## src/design/cdg_pkg.sv

```systemverilog
package cdg_pkg;

	// configuration register indexes
	localparam logic [0:0] REG_LINE_LENGTH = 1'd0;
	localparam logic [0:0] REG_LINE_COUNT  = 1'd1;

	// field and register widths fixed by the interface
	localparam int LEN_W     = 11;
	localparam int LINE_W    = 16;
	localparam int COL_OUT_W = 10;
	localparam int CFG_W     = 16;

	localparam logic [LEN_W-1:0]  LEN_RESET = 11'd512;
	localparam logic [LINE_W-1:0] CNT_RESET = 16'd512;

	// smallest legal line length and line count
	localparam int MIN_DIM = 3;

	// result slots produced by one pixel, in emit order
	localparam int RES_N     = 3;
	localparam int RES_PRIOR = 0;   // result for the previous line
	localparam int RES_TAIL  = 1;   // last line, column one back
	localparam int RES_LAST  = 2;   // last line, last column, closes image

	typedef logic [RES_N-1:0] pend_t;

	// sequencer load request from the datapath
	typedef struct packed {
		logic  load;
		pend_t pend;
	} seq_ctl_t;

	// sequencer status back to the datapath
	typedef struct packed {
		logic full;
		logic retire;
	} seq_st_t;

endpackage

```

## src/design/cdg_seq.sv

```systemverilog
module cdg_seq
	import cdg_pkg::*;
#(
	parameter int GW = 17
) (
	input  logic                              clk,
	input  logic                              arst_n,
	input  seq_ctl_t                          ctl,
	output seq_st_t                           st,
	input  logic [RES_N-1:0][LINE_W-1:0]      cand_line,
	input  logic [RES_N-1:0][COL_OUT_W-1:0]   cand_col,
	input  logic [RES_N-1:0][GW-1:0]          cand_across,
	input  logic [RES_N-1:0][GW-1:0]          cand_along,
	input  logic [RES_N-1:0]                  cand_done,
	output logic                              out_valid,
	input  logic                              out_stall,
	output logic [LINE_W-1:0]                 line_index,
	output logic [COL_OUT_W-1:0]              column_index,
	output logic signed [GW-1:0]              grad_across,
	output logic signed [GW-1:0]              grad_along,
	output logic                              image_done
);

	logic        full_q;
	pend_t       pend_q;
	logic        out_valid_q;
	logic [1:0]  sel_idx;
	pend_t       sel_mask;
	pend_t       rest;
	logic        out_free;
	logic        ld;
	logic        retire;

	// pick the lowest pending result slot
	always_comb begin
		sel_idx  = 2'(RES_LAST);
		sel_mask = '0;
		if (pend_q[RES_PRIOR]) begin
			sel_idx = 2'(RES_PRIOR);
		end else if (pend_q[RES_TAIL]) begin
			sel_idx = 2'(RES_TAIL);
		end
		sel_mask[sel_idx] = pend_q[sel_idx];
	end

	assign rest     = pend_q & ~sel_mask;
	assign out_free = !out_valid_q || !out_stall;
	assign ld       = full_q && (pend_q != '0) && out_free;
	assign retire   = full_q && ((pend_q == '0) || (ld && rest == '0));

	assign st.full   = full_q;
	assign st.retire = retire;

	// hold the item, drop each result slot as its word goes out
	always_ff @(posedge clk or negedge arst_n) begin
		if (!arst_n) begin
			full_q <= 1'b0;
			pend_q <= '0;
		end else if (ctl.load) begin
			full_q <= 1'b1;
			pend_q <= ctl.pend;
		end else if (retire) begin
			full_q <= 1'b0;
			pend_q <= '0;
		end else if (ld) begin
			pend_q <= rest;
		end
	end

	// output word valid
	always_ff @(posedge clk or negedge arst_n) begin
		if (!arst_n) begin
			out_valid_q <= 1'b0;
		end else if (ld) begin
			out_valid_q <= 1'b1;
		end else if (!out_stall) begin
			out_valid_q <= 1'b0;
		end
	end

	// output word payload
	always_ff @(posedge clk) begin
		if (ld) begin
			line_index   <= cand_line[sel_idx];
			column_index <= cand_col[sel_idx];
			grad_across  <= cand_across[sel_idx];
			grad_along   <= cand_along[sel_idx];
			image_done   <= cand_done[sel_idx];
		end
	end

	assign out_valid = out_valid_q;

`ifndef SYNTHESIS
	a_load_when_free: assert property (@(posedge clk) disable iff (!arst_n)
		ctl.load |-> (!full_q || retire))
		else $error("item loaded over a busy stage");
	a_word_held: assert property (@(posedge clk) disable iff (!arst_n)
		(out_valid_q && out_stall) |=> out_valid_q)
		else $error("stalled output word dropped");
	a_sel_onehot: assert property (@(posedge clk) disable iff (!arst_n)
		ld |-> $onehot(sel_mask))
		else $error("output select not one-hot");
`endif

endmodule

```

## config.mk

```make
export PLATFORM = sky130hd
export DESIGN_NAME = cdg_seq
export DESIGN_NICKNAME = d
export VERILOG_FILES = /design/src/design/cdg_pkg.sv /design/src/design/cdg_seq.sv
export SDC_FILE = /design/constraint.sdc
export NUM_CORES = 1
export LEC_CHECK = 0
export ABC_AREA = 1
export BUFFER_PORTS_ARGS = -buffer_cell sky130_fd_sc_hd__buf_2
export CAP_MARGIN = 20
export CORE_MARGIN = 4
export CORE_UTILIZATION = 42
export CTS_BUF_LIST = sky130_fd_sc_hd__clkbuf_16
export CTS_CLUSTER_SIZE = 14
export DETAILED_ROUTE_END_ITERATION = 8
export GPL_TIMING_DRIVEN = 0
export PLACE_DENSITY = 0.76
export REMOVE_ABC_BUFFERS = 1
export SLEW_MARGIN = 15
export SYNTH_ARGS = -nofsm -noshare
export SYNTH_HDL_FRONTEND = slang
export SYNTH_SLANG_ARGS = --single-unit
```

## constraint.sdc

```tcl
create_clock -name clk -period 2.1 [get_ports clk]
set_input_delay 0.21 -clock clk [delete_from_list [all_inputs] [get_ports clk]]
set_output_delay 0.21 -clock clk [all_outputs]
set_load 0.005 [all_outputs]
```

Word-level counts from Yosys, hierarchy flattened

Cells that the tools add are included.

Register bits after elaboration: 66
Word-level logic and storage cells: 51
Input port bits: 190
Output and inout bits: 64

Mux-type cells: 23
Reduce and logical (&&, ||, !) cells: 14
Magnitude comparators: 2
Equality and inequality tests: 1
Bitwise operators: 3

Operators by type and width:

| operator                                                                      | count |
|---|---|
| 17-bit binary-select mux with 2-bit select                                    | 2 |
| 17-bit two-way mux                                                            | 2 |
| 16-bit binary-select mux with 2-bit select                                    | 1 |
| 10-bit binary-select mux with 2-bit select                                    | 1 |
| 16-bit two-way mux                                                            | 1 |
| 10-bit two-way mux                                                            | 1 |
| 3-bit two-way mux                                                             | 3 |
| 1-bit two-way mux                                                             | 7 |
| 3-bit AND                                                                     | 2 |
| 3-bit zero test                                                               | 2 |
| 3-bit nonzero test                                                            | 2 |
| 1-bit logical AND                                                             | 5 |
| 1-bit binary-select mux with 2-bit select                                     | 2 |
| 2-bit two-way mux                                                             | 2 |
| 2-bit by 3-bit less-than comparator with 1-bit output (second input constant) | 1 |
| 3-bit NOT                                                                     | 1 |
| 1-bit demux with 2-bit select                                                 | 1 |
| 2-bit by 1-bit >= comparator with 1-bit output (second input constant)        | 1 |
| 1-bit zero test                                                               | 2 |
| 1-bit logical OR                                                              | 2 |
| 2-bit by 1-bit inequality test with 1-bit output (second input constant)      | 1 |
| 2-bit nonzero test                                                            | 1 |

Logic depth before layout (Yosys ltp)

Gate-level depths: netlist of run 1.

Depth in word-level cells: 15
Mapped depth: 7
Depth with buffers taken out: 7

Worst setup path after synthesis of run 1

OpenSTA, ideal clock, no wires.

Path type: register to output
Start point: register pend_q[1]
End point: output port st[0] (netlist bit)
Buffers on the path: 1
Slack: 0.128 ns
Arrival time: 1.762 ns
Stages on the path, launching flop included: 8
Path through: dfrtp_1 nor2_4 nand2_2 nand3_2 inv_2 nand2_1 a21oi_1 buf_4

Elaborated cells between the ends (all ways): 20
Those cells by class: order compare: 2; mux: 6; bitwise: 3; reduce/logical: 9

RTL lines:

| what                            | RTL line      | source |
|---|---|---|
| from (decl)                     | cdg_seq.sv:25 | `pend_t pend_q;` |
| from (signal assigned)          | cdg_seq.sv:61 | `pend_q <= ctl.pend;` |
| from (signal assigned)          | cdg_seq.sv:66 | `pend_q <= rest;` |
| 3-bit nonzero test              | cdg_seq.sv:48 | `assign ld = full_q && (pend_q != '0) && out_free;` |
| 1-bit logical AND (2 in series) | cdg_seq.sv:48 |  |
| named net ld                    | cdg_seq.sv:31 | `logic ld;` |
| 1-bit logical AND               | cdg_seq.sv:49 | `assign retire = full_q && ((pend_q == '0) \|\| (ld && rest == '0));` |
| 1-bit logical OR                | cdg_seq.sv:49 |  |
| 1-bit logical AND               | cdg_seq.sv:49 |  |
| to (decl)                       | cdg_seq.sv:9  | `output seq_st_t st,` |

The timed path passes the listed nets, and every way through them passes these cells. The select of a mux whose other input is x is not followed.

==> reports/summary.txt, run 1 <==
OUTCOME
-----------------------------------------------------------------------------------------------
Run status .......................................................................    completed

SYNTH
-----------------------------------------------------------------------------------------------
Combinational family with the most area after synthesis .......................... simple AND/OR/NAND/NOR gates
Post-synthesis instance total ....................................................          361
Adder-cell share of the synthesized area .........................................            0
Post-synthesis register bit count ................................................           66
Complex-gate fraction of the synthesized area ....................................       0.0111
Share of synthesized cell area in and, or, nand and nor gates ....................        0.454
Area contributors post-synth ..................................................... sky130_fd_sc_hd__edfxtp_1 (45%), sky130_fd_sc_hd__nand2_4 (17%), sky130_fd_sc_hd__nand3_2 (15%), sky130_fd_sc_hd__nand2_1 (12%), sky130_fd_sc_hd__dfrtp_1 (3.1%)
Cell variety after synth .........................................................           21
Mux contribution to synthesized area .............................................            0
Share of the synthesized netlist area taken by xor and xnor gates ................            0
Area of the mapped netlist .......................................................   4060 sq um
Most area-hungry cell type in the Yosys netlist .................................. sky130_fd_sc_hd__edfxtp_1
Part of the Yosys area used for sequential elements ..............................        0.482
Area share of the largest cell type after synthesis ..............................        0.451
Syn Area/Cell ....................................................................   11.2 sq um
Synth Warn # .....................................................................            0

CLOCK TREE
-----------------------------------------------------------------------------------------------
TritonCTS clock tree .............................................................        built
Number of buffers on the longest clock path ......................................            2
Clock sink count .................................................................           66
CTS H-tree depth .................................................................            3
Cts bufs inserted ................................................................            9
Clock input transition at the sequential cells of the worst setup and hold paths .        60 ps
Root cell of the clock tree ...................................................... sky130_fd_sc_hd__clkbuf_16
Clock insertion delay at the later pin of the skew report ........................       320 ps

TIMING
-----------------------------------------------------------------------------------------------
Final-report max-slew violation count ............................................            0
Skew final .......................................................................      13.3 ps
Worst relative slew slack ........................................................        0.638
Final count of negative-setup-slack endpoints ....................................            0
Unrepaired setup endpoints after global routing ..................................        false
Final Hold Violating Endpoints ...................................................            0
Crit path time final .............................................................      1940 ps
Crit share post-route ............................................................        0.924
Final TNS setup ..................................................................         0 ps
Post-route worst setup slack .....................................................       160 ps
Slew at the pin closest to its max-slew limit ....................................       544 ps
Peak Freq ........................................................................    0.515 GHz

PLACEMENT
-----------------------------------------------------------------------------------------------
Placed Instance Area .............................................................   5430 sq um
Worst slack, placed ..............................................................      -387 ps
Buffers added on ports ...........................................................          253
Half-perimeter wire length after placement .......................................      8760 um
Final GP Congestion ..............................................................        0.768

FLOORPLAN
-----------------------------------------------------------------------------------------------
Top-level I/O count ..............................................................          254
Die height .......................................................................       106 um
Die Area .........................................................................  11300 sq um
Area of the core .................................................................   9330 sq um
Die extent in x ..................................................................       106 um
Effective utilization at floorplan ...............................................        0.435
Number of placement rows .........................................................           35

RUN
-----------------------------------------------------------------------------------------------
Max cap viols ....................................................................            0

DRT
-----------------------------------------------------------------------------------------------
Iteration count of the initial detailed-routing pass .............................            6
DRC violations left ..............................................................            0
Count of nets left with antenna violations after detail routing ..................            0
Vias per cell ....................................................................         4.65
WL/cell ..........................................................................      15.1 um
Routed WL ........................................................................     11400 um
Count of vias placed by the detailed router ......................................         3494
DRT iter0 DRCs ...................................................................          157

LAYOUT
-----------------------------------------------------------------------------------------------
Antenna diode instance count .....................................................            0
Commonest non-fill, non-tap cell in the layout ................................... sky130_fd_sc_hd__buf_2
Fill cell count ..................................................................          779
Multi-input logic area ...........................................................   1900 sq um
Sequential cell area in the final layout .........................................   1960 sq um
Nets .............................................................................          808
Fraction of final layout cells with drive strength greater than 1 ................        0.657
Post-route cell area .............................................................   5830 sq um
Growth of design area from synthesis to finish ...................................        43.6%
Most frequent cells in the layout ................................................ sky130_fd_sc_hd__buf_2 (253), sky130_fd_sc_hd__nand2_1 (134), sky130_fd_sc_hd__edfxtp_1 (61)

WORST SETUP PATH
-----------------------------------------------------------------------------------------------
Worst Setup End Kind .............................................................   output pin
Type of the worst setup path ..................................................... register to output pin
R2r startpoint ................................................................... pend_q[0]$_DFFE_PN0P_
Launch point of the worst path ................................................... pend_q[1]$_DFFE_PN0P_
Terminus of the critical flop-to-flop path ....................................... grad_along[2]$_DFFE_PP_
Worst setup path endpoint ........................................................        st[0]
Req. time, crit path .............................................................      1890 ps
R2r worst-path depth .............................................................            5
Crit path max fanout .............................................................           16
Worst-case register-to-register setup slack ......................................       380 ps
Critical path data arrival time ..................................................      1730 ps
Startpoint kind of the worst setup timing path ...................................     register

POWER
-----------------------------------------------------------------------------------------------
Leakage power of the design ......................................................      3.23 nW
Overall power after layout .......................................................    0.00591 W
Power density over cell area ..................................................... 1010 nW/um^2
Peak supply drop .................................................................     0.467 mV

GLOBAL ROUTING
-----------------------------------------------------------------------------------------------
Initial antenna violation count ..................................................            0
Via count of the first global-routing pass .......................................         3609
GRT Util Overall .................................................................        0.199
Global-route congestion overflow total ...........................................            0
Global-route wire length before repair ...........................................     17700 um
Maximum number of pins on one net before global-route repair .....................           45

WORST HOLD PATH
-----------------------------------------------------------------------------------------------
Min-Delay Path Class ............................................................. input port to register
Worst min-delay path startpoint ..................................................       ctl[0]

[repair_timing]
| item | in CTS | in global routing |
|---|---|---|
| cloned | 3 | 0 |
| setup endpoints to repair | 63 | 1 |
| pin swaps | 1 | 0 |
| buffers inserted | 2 | 2 |
| gates resized for setup | 5 | 0 |
| hold endpoints to repair | 5 | 0 |
| hold buffers | 1 | 0 |
[cell families after synthesis]
| group | after synthesis |
|---|---|
| DFF | 66 |
| and+or+nand+nor | 261 |
| AOI/OAI and AO/OA | 7 |
| buffers and inverters | 27 |
[metrics by stage]
stage / util / hold slack, ps / instances
after floorplan: - / -85.6 / 340
after global placement: 0.567 / 27.2 / 722
after detailed placement: 0.582 / 30.3 / 728
after CTS: 0.623 / 110 / 750
after global routing: 0.625 / 150 / 752
final: 0.625 / 121 / 752
[worst max-delay path: stages (launching register included)]
cell and delay [ps]:
sky130_fd_sc_hd__dfrtp_1 490, sky130_fd_sc_hd__nor2_4 70, sky130_fd_sc_hd__nand2_2 120, sky130_fd_sc_hd__nand3_4 220, sky130_fd_sc_hd__inv_12 180, sky130_fd_sc_hd__nand2_1 90
sky130_fd_sc_hd__a21oi_1 110, sky130_fd_sc_hd__buf_2 120
[report_power, final]
part | total (W) | internal (W) | switching [W]
Clock | 0.00155 | 0.00103 | 0.000526
Sequential | 0.00215 | 0.00205 | 0.000109
Combinational | 0.00220 | 0.000880 | 0.00132
Total | 0.00591 | 0.00395 | 0.00196
[synth_stat cells, drive strengths merged]
library cell,count
nand2,195
nand3,63
edfxtp,61
clkbuf,11
buf,10
inv,6
dfrtp,5
nor2,3
o21ai,3
a21oi,2
o211ai,1
o31ai,1
[worst min-delay path by stage]
stage	slack (ps)	cells after the start	to
6_report	120	3	pend_q[0]$_DFFE_PN0P_
5_1_grt	150	3	pend_q[0]$_DFFE_PN0P_
4_1_cts	110	3	pend_q[0]$_DFFE_PN0P_
3_3_place_gp	30	1	full_q$_DFFE_PN0P_
2_1_floorplan	-90	0	full_q$_DFFE_PN0P_
3_5_place_dp	30	1	full_q$_DFFE_PN0P_
[per-layer routing]
metal	vias to the layer above	track usage	wire length, um
met1	1581	0.202	3920
met3	19	0.0625	1070
met2	172	0.383	6200
met4	0	0.0648	187
met5	-	0	0
li1	1722	-	-
[cell type report]
cell class | instances | area share
clock buffer | 9 | 0.0387
clock inverter | 7 | 0.0146
inverter | 6 | 0.00601
multi-input combinational | 269 | 0.326
sequential | 66 | 0.337
tap | 129 | 0.0277
timing repair buffer | 264 | 0.247
timing repair inverter | 2 | 0.00301
[state kept, by name (all words and copies together) (netlist names)]
register,cells
grad_across,17
grad_along,17
line_index,16
column_index,10
pend_q,3
full_q,1
image_done,1
out_valid,1
Power figures use the tool's default switching activity.
==> run 2: changes to the inputs <==
Settings changed: RECOVER_POWER from default to 25.
==> run 2 against run 1 <==
Hold slack worse by 4.1 ps. Wire length is 0.37% higher. Non-clock buffer count stayed put. First-iteration DRC count is 3.2% lower. Clock skew hardly changed. Sequential share of layout area is 0.28 points higher. Worst setup slack worse by 2.6 ps. Via count is 0.17% higher. Largest power group is now sequential cells.
==> reports/summary.txt, run 2 (same netlist as run 1, synthesis figures left out) <==
FLOORPLAN
-----------------------------------------------------------------------------------------------
Die Area .........................................................................  11300 sq um   unchanged
Top-level I/O count ..............................................................          254   unchanged
Die height .......................................................................       106 um   unchanged
Effective utilization at floorplan ...............................................        0.435   unchanged
Area of the core .................................................................   9330 sq um   unchanged
Number of placement rows .........................................................           35   unchanged
Die extent in x ..................................................................       106 um   unchanged

POWER
-----------------------------------------------------------------------------------------------
Peak supply drop .................................................................     0.472 mV   was 0.467 mV
Power Internal ...................................................................    0.00389 W   was 0.00395 W
Power density over cell area ..................................................... 1010 nW/um^2   about the same
Logic gate share of total power ..................................................        0.365   was 0.373
Clock network fraction of design power ...........................................        0.266   was 0.263
Leakage power of the design ......................................................      3.12 nW   was 3.23 nW
NetSw ............................................................................    0.00197 W   was 0.00196 W
Switching share of power .........................................................        0.336   was 0.331
Sequential cell fraction of total power ..........................................        0.369   was 0.365

LAYOUT
-----------------------------------------------------------------------------------------------
Fill cell count ..................................................................          800   was 779
Multi-input logic area ...........................................................   1900 sq um   unchanged
Sequential cell area in the final layout .........................................   1960 sq um   unchanged
Commonest non-fill, non-tap cell in the layout ................................... sky130_fd_sc_hd__buf_2   unchanged
Most frequent cells in the layout ................................................ sky130_fd_sc_hd__buf_2 (214), sky130_fd_sc_hd__nand2_1 (134), sky130_fd_sc_hd__edfxtp_1 (61)   was sky130_fd_sc_hd__buf_2 (253), sky130_fd_sc_hd__nand2_1 (134), sky130_fd_sc_hd__edfxtp_1 (61)
Growth of design area from synthesis to finish ...................................        42.4%   was 43.6%
Post-route cell area .............................................................   5780 sq um   was 5830 sq um
Utilization of the core after routing ............................................        0.619   was 0.625
Top Registers .................................................................... grad_across x17, grad_along x17, line_index x16   unchanged
Nets .............................................................................          808   unchanged
Fraction of final layout cells with drive strength greater than 1 ................        0.594   was 0.657
Antenna diode instance count .....................................................            0   unchanged

OUTCOME
-----------------------------------------------------------------------------------------------
Run status .......................................................................    completed   unchanged

TIMING
-----------------------------------------------------------------------------------------------
Final hold slack .................................................................       117 ps   was 121 ps
Worst relative slew slack ........................................................        0.635   was 0.638
Unrepaired setup endpoints after global routing ..................................        false   unchanged
Peak Freq ........................................................................    0.515 GHz   about the same
Crit path time final .............................................................      1940 ps   about the same
Final Hold Violating Endpoints ...................................................            0   unchanged
Skew final .......................................................................      12.8 ps   was 13.3 ps
Final count of negative-setup-slack endpoints ....................................            0   unchanged
Final-report max-slew violation count ............................................            0   unchanged
Final TNS setup ..................................................................         0 ps   unchanged
Slew at the pin closest to its max-slew limit ....................................       548 ps   was 544 ps
Crit share post-route ............................................................        0.925   was 0.924

PLACEMENT
-----------------------------------------------------------------------------------------------
Half-perimeter wire length after placement .......................................      8760 um   unchanged
Placed Instance Area .............................................................   5430 sq um   unchanged
Buffers added on ports ...........................................................          253   unchanged
Final GP Congestion ..............................................................        0.768   unchanged

CLOCK TREE
-----------------------------------------------------------------------------------------------
Root cell of the clock tree ...................................................... sky130_fd_sc_hd__clkbuf_16   unchanged
Clock sink count .................................................................           66   unchanged
CTS H-tree depth .................................................................            3   unchanged
Cts bufs inserted ................................................................            9   unchanged
Number of buffers on the longest clock path ......................................            2   unchanged
Clock input transition at the sequential cells of the worst setup and hold paths .        60 ps   about the same
TritonCTS clock tree .............................................................        built   unchanged
Clock insertion delay at the later pin of the skew report ........................       320 ps   about the same

WORST SETUP PATH
-----------------------------------------------------------------------------------------------
Worst Setup End Kind .............................................................   output pin   unchanged
Req. time, crit path .............................................................      1890 ps   about the same
Type of the worst setup path ..................................................... register to output pin   unchanged
R2r worst-path depth .............................................................            5   unchanged
Crit path max fanout .............................................................           16   unchanged
Critical path data arrival time ..................................................      1730 ps   about the same
Startpoint kind of the worst setup timing path ...................................     register   unchanged

DRT
-----------------------------------------------------------------------------------------------
WL/cell ..........................................................................      15.2 um   was 15.1 um
Count of vias placed by the detailed router ......................................         3500   was 3494
Vias per cell ....................................................................         4.65   about the same
Count of nets left with antenna violations after detail routing ..................            0   unchanged
Routed WL ........................................................................     11400 um   about the same
Iteration count of the initial detailed-routing pass .............................            4   was 6
DRT iter0 DRCs ...................................................................          152   was 157
DRC violations left ..............................................................            0   unchanged

GLOBAL ROUTING
-----------------------------------------------------------------------------------------------
Initial antenna violation count ..................................................            0   unchanged
GRT Util Overall .................................................................        0.199   unchanged
Global-route wire length before repair ...........................................     17700 um   unchanged
Maximum number of pins on one net before global-route repair .....................           45   unchanged
Global-route congestion overflow total ...........................................            0   unchanged
Via count of the first global-routing pass .......................................         3609   unchanged

RUN
-----------------------------------------------------------------------------------------------
Max cap viols ....................................................................            0   unchanged

WORST HOLD PATH
-----------------------------------------------------------------------------------------------
Min-Delay Path Class ............................................................. input port to register   unchanged
Number of cells on the worst hold path ...........................................            3   unchanged

==> run 2: cell types whose count changed in the layout (fill, tap and decap cells not counted), sizes merged <==
cell | before | now
clkbuf | 9 | 48
buf | 263 | 224
==> run 2: worst paths after layout <==
path	from	slack, ps	end
hold reg to reg	out_valid$_DFFE_PN0P_	550	out_valid$_DFFE_PN0P_
min in group asynchronous	arst_n	270	full_q$_DFFE_PN0P_
max in group asynchronous	arst_n	1580	pend_q[0]$_DFFE_PN0P_
setup reg to reg	pend_q[0]$_DFFE_PN0P_	380	grad_along[2]$_DFFE_PP_
setup / recovery	pend_q[1]$_DFFE_PN0P_	160	st[0]
hold / removal	ctl[0]	120	pend_q[0]$_DFFE_PN0P_
==> run 2: critical path, cell delays in order, from the launching register on <==
cell and delay (ps):
sky130_fd_sc_hd__dfrtp_1 490, sky130_fd_sc_hd__nor2_4 70, sky130_fd_sc_hd__nand2_2 120, sky130_fd_sc_hd__nand3_4 220, sky130_fd_sc_hd__inv_12 180, sky130_fd_sc_hd__nand2_1 90
sky130_fd_sc_hd__a21oi_1 120, sky130_fd_sc_hd__buf_2 120
==> run 2: final cells by class <==
cell class	count	area share
well taps	129	0.0279
clock buffers	9	0.0390
clock inverters	7	0.0147
flip-flops and latches	66	0.339
multi-input cells	269	0.329
repair inverters	2	0.00303
inverters	6	0.00606
repair buffers	264	0.241
==> run 2: per-layer routing <==
layer / global-route usage / vias to the layer above / share of wire
met4: 0.0648 / 0 / 0.019
met3: 0.0625 / 22 / 0.094
met1: 0.202 / 1586 / 0.34
met2: 0.383 / 171 / 0.54
li1: - / 1721 / -
met5: 0 / - / 0
==> run 2: through the flow <==
stage               setup slack (ps)  cells  total power (W)
floorplan                      -1310    340          0.00332
global placement               -2680    722          0.00417
detailed placement              -387    728          0.00431
CTS                             61.4    750          0.00599
global route                    34.8    752          0.00623
finish                           158    752          0.00586
==> run 2: what timing repair did <==
action,4_1_cts,5_1_grt
resized for setup,5,0
setup endpoints to repair,63,1
endpoints found under the hold margin,5,0
setup buffers,2,2
pin swaps,1,0
hold buffers,1,0
cloned,3,0
==> run 2: power groups by stage <==
stage	clock [W]	combinational, W	sequential, W
after floorplan	0	0.00103	0.00229
after global placement	0	0.00194	0.00223
after detailed placement	0	0.00211	0.00220
after CTS	0.00159	0.00223	0.00217
after global routing	0.00165	0.00236	0.00221
final	0.00156	0.00214	0.00216
